--- src/design/glcd_mod_add.sv ---
// Shared modular adder: (a + b + cin) mod MODULUS, for a + b + cin < 2*MODULUS.
// Used for every font store address step. No package dependency.
`default_nettype none

module glcd_mod_add #(
   parameter int MODULUS = 8192,
   parameter int W       = 13
) (
   input  logic [W-1:0] a,
   input  logic [W-1:0] b,
   input  logic         cin,
   output logic [W-1:0] r
);

   logic [W:0] sum;
   logic [W:0] diff;

   assign sum  = {1'b0, a} + {1'b0, b} + (W+1)'(cin);
   assign diff = sum - (W+1)'(MODULUS);
   assign r    = (sum >= (W+1)'(MODULUS)) ? diff[W-1:0] : sum[W-1:0];

endmodule

`default_nettype wire

--- config.mk ---
export PLATFORM = sky130hd
export DESIGN_NAME = glcd_mod_add
export DESIGN_NICKNAME = d
export VERILOG_FILES = /design/src/design/glcd_mod_add.sv
export SDC_FILE = /design/constraint.sdc
export NUM_CORES = 1
export LEC_CHECK = 0
export ABC_AREA = 0
export BUFFER_PORTS_ARGS = -buffer_cell sky130_fd_sc_hd__buf_2
export CORE_UTILIZATION = 39
export DETAILED_ROUTE_END_ITERATION = 10
export PLACE_DENSITY = 0.89
export SLEW_MARGIN = 20
export SYNTH_ARGS = -nofsm -noshare
export SYNTH_HDL_FRONTEND = slang
export SYNTH_SLANG_ARGS = --single-unit
--- constraint.sdc ---
create_clock -name vclk -period 2.12
set_clock_uncertainty 0.1 [all_clocks]
set_input_delay 0.212 -clock vclk [all_inputs]
set_output_delay 0.212 -clock vclk [all_outputs]
set_load 0.05 [all_outputs]
==> impl_summary.md <==
Cells and area
The combined flip-flop and latch cell area is 0 um2. The count of cells in the finished layout, fillers not included, comes to 138. The layout has 60 filler cells. The library cells used most frequently in the layout, excluding fill and tap cells, are buf_2, buf_4, ha_1.

The utilization of the core after routing is 87.4%. The number of diodes is 0. The number of sequential cells is 0. The library cell used most frequently in the layout, excluding fill and tap cells, is buf_2. After layout, the clock buffer instance count stands at 0.

The area growth from synthesis to layout is 107%. In the final layout, the share of cells above drive strength 1 is 69.9%. Summing all multi-input logic gate instances after layout gives 739 um2. The final layout contains 165 nets.

Global routing
The number of antenna violations at the first check in global routing is 0. The via count of the first global-routing pass came to 754. Global routing consumed, over all layers together, 29.8% of the routing resources.

The global-route wire length before repair is 3140 um. The total overflow reported by the global router is 0. Entering global routing, the biggest net connects 8 pins.

Die
40 I/O pins were placed. The standard cell core area is 1320 um2. The starting density of the core is 42.2%.

The overall die area is 1580 um2. The width of the chip is 39.7 um. The height of the die is 39.7 um. The number of rows in the core area is 13.

Clocking
Hold repair after CTS inserted 0 buffers.

Timing
Measured against its own limit, the worst slew margin works out to 70.6%. Setup violations remaining at the end of the flow were counted as 9. At the pin with the least slew margin, the transition time is 441 ps.

Hold timing on the final database bottoms out at a slack of 829 ps. In the post-route analysis, the smallest setup slack over all paths is -378 ps. The final hold violation count is 0. The final number of max-transition violations is 0. The achievable clock frequency is 400 MHz.

Setup repair after global routing could not meet its margin everywhere. Dividing the final minimum period by the clock period gives 118%. After layout, the minimum clock period comes to 2500 ps.

Power and ir drop
The largest voltage drop on the vdd net is 339 uV. The reported leakage power is 0.560 nW. For this design the ratio of total power to cell area is 569 nW/um2. Summing internal, switching and leakage power gives 0.655 mW.

Logic synthesis
The mean area per synthesized cell is 8.42 um2. Yosys attributes the largest share of cell area to ha_1, xnor2_1, xor2_1. When the netlist entered floorplanning its net count stood at 106. The number of warnings reported in the yosys synthesis log is 0. The synthesized instance count is 66.

The post-synthesis cell type with the largest combined area is ha_1. After synthesis, the largest area contributor takes up 24.8% of total cell area. The post-synth design cell area is 556 um2. For this run, the register share of the synthesized area comes to 0%. After synthesis, the netlist uses 25 different library cells.

Route
The count of nets left with antenna violations once routing finished came out at 0. Wires add up to 2290 um. The via density per instance is 5.75. The number of detailed-route iterations in the first pass is 4. The via total after detailed routing is 794. The per-cell routed wire length is 16.6 um.

The DRC violation count after routing is 0. In this run, the number of DRC markers left after iteration 0 of detailed routing was 10.

Critical path
The most numerous cell type found on the critical path is fa_2. The data arrival time of the worst path is 2190 ps. On the worst path, the slowest cell contributes a delay of 390 ps. The worst path required time is 1810 ps. STA classifies the critical path endpoint as a primary output.

The kind of cell with the highest combined delay along the critical path is adder cells. The critical path in this run is classified as primary input to primary output. The slowest stage of the critical path is the fa_2 cell. The critical path launch point type is a primary input. The critical path goes through buf_2 -> fa_2 -> fa_2 -> a211oi_2 -> nor2_1 -> o21ai_2 -> and2b_2 -> xnor2_4 -> buf_6.

Of all nets on the critical path, the largest fanout is 3. The number of buffers and inverters on the critical path is 2.

Run status
The flow ran to the end, but the final reports show violations. The final reports fail on negative setup slack.

Place
The placed instance count is 135. Detailed placement finished with a half-perimeter wire length of 1580 um. At the end of routability-driven placement, the weighted congestion stood at 0.818. During placement, the flow inserted port buffers numbering 40.

Job
Across the run, the number of max-cap violations was 0.

Min path
The path class of the tightest hold or removal check is primary input to primary output.
-- stage by stage --
step                      cell area (um2)  setup TNS, ps  worst slack [ps]
after global routing                 1150          -2610              -415
after detailed placement             1010          -2390              -439
after CTS                            1120          -1170              -298
final                                1150          -2150              -378
after floorplan                       691           -607              -162
after global placement               1010          -2120              -399
-- tightest hold or removal path, delay by kind of cell --
family	cells	cell delay, ps
buffers and inverters	2	220
xor gates and xnor gates	2	270
-- logic make-up (layout without fill, tap and decap cells) --
| kind of cell | Yosys count | in the layout | synth area share (%) |
|---|---|---|---|
| compound gates | 25 | 25 | 34.2 |
| simple gates | 17 | 17 | 16.4 |
| fa+ha+maj | 13 | 13 | 32.0 |
| xor+xnor | 11 | 11 | 17.3 |
| buf+inv | 0 | 57 | 0 |
-- worst paths after layout --
| path | start | endpoint | slack, ps | cells after the start |
|---|---|---|---|---|
| worst min-delay path | a[12] | r[12] | 830 | 4 |
| worst max-delay path | b[0] | r[6] | -380 | 9 |
-- layer usage --
| layer | GRT usage (%) | vias to the layer above | part of all wire [%] |
|---|---|---|---|
| met5 | 0 | - | 0 |
| met1 | 30.2 | 378 | 38 |
| met2 | 60.2 | 45 | 54 |
| met3 | 1.70 | 10 | 4.6 |
| li1 | - | 361 | - |
| met4 | 12.9 | 0 | 3.5 |
-- synthesized netlist by cell type, drive strengths merged --
cell	number
nand2b	1
and2	2
a21o	4
xnor2	6
and2b	1
and3	3
nand2	1
a21oi	8
o21a	1
nor3	2
a21boi	1
xor2	5
o211ai	1
a2111oi	1
fa	2
nor2	7
a221oi	1
ha	11
o21ai	5
a211oi	3
-- what timing repair did --
action	in CTS	in global routing
pin swaps	6	7
endpoints found under the setup margin	9	9
endpoints found under the hold margin	0	0
setup buffers	2	1
gates resized for setup	24	6
-- cell type report --
class	instances	area share [%]
Timing Repair Buffer	57	34.1
Multi-Input combinational cell	66	64.2
Tap cell	15	1.63
-- power breakdown --
part	leakage, nW	internal, mW	switching [mW]
Combinational	0.560	0.268	0.387
Clock	0	0	0
Sequential	0	0	0
No activity file was read; power rests on OpenSTA's default activity.
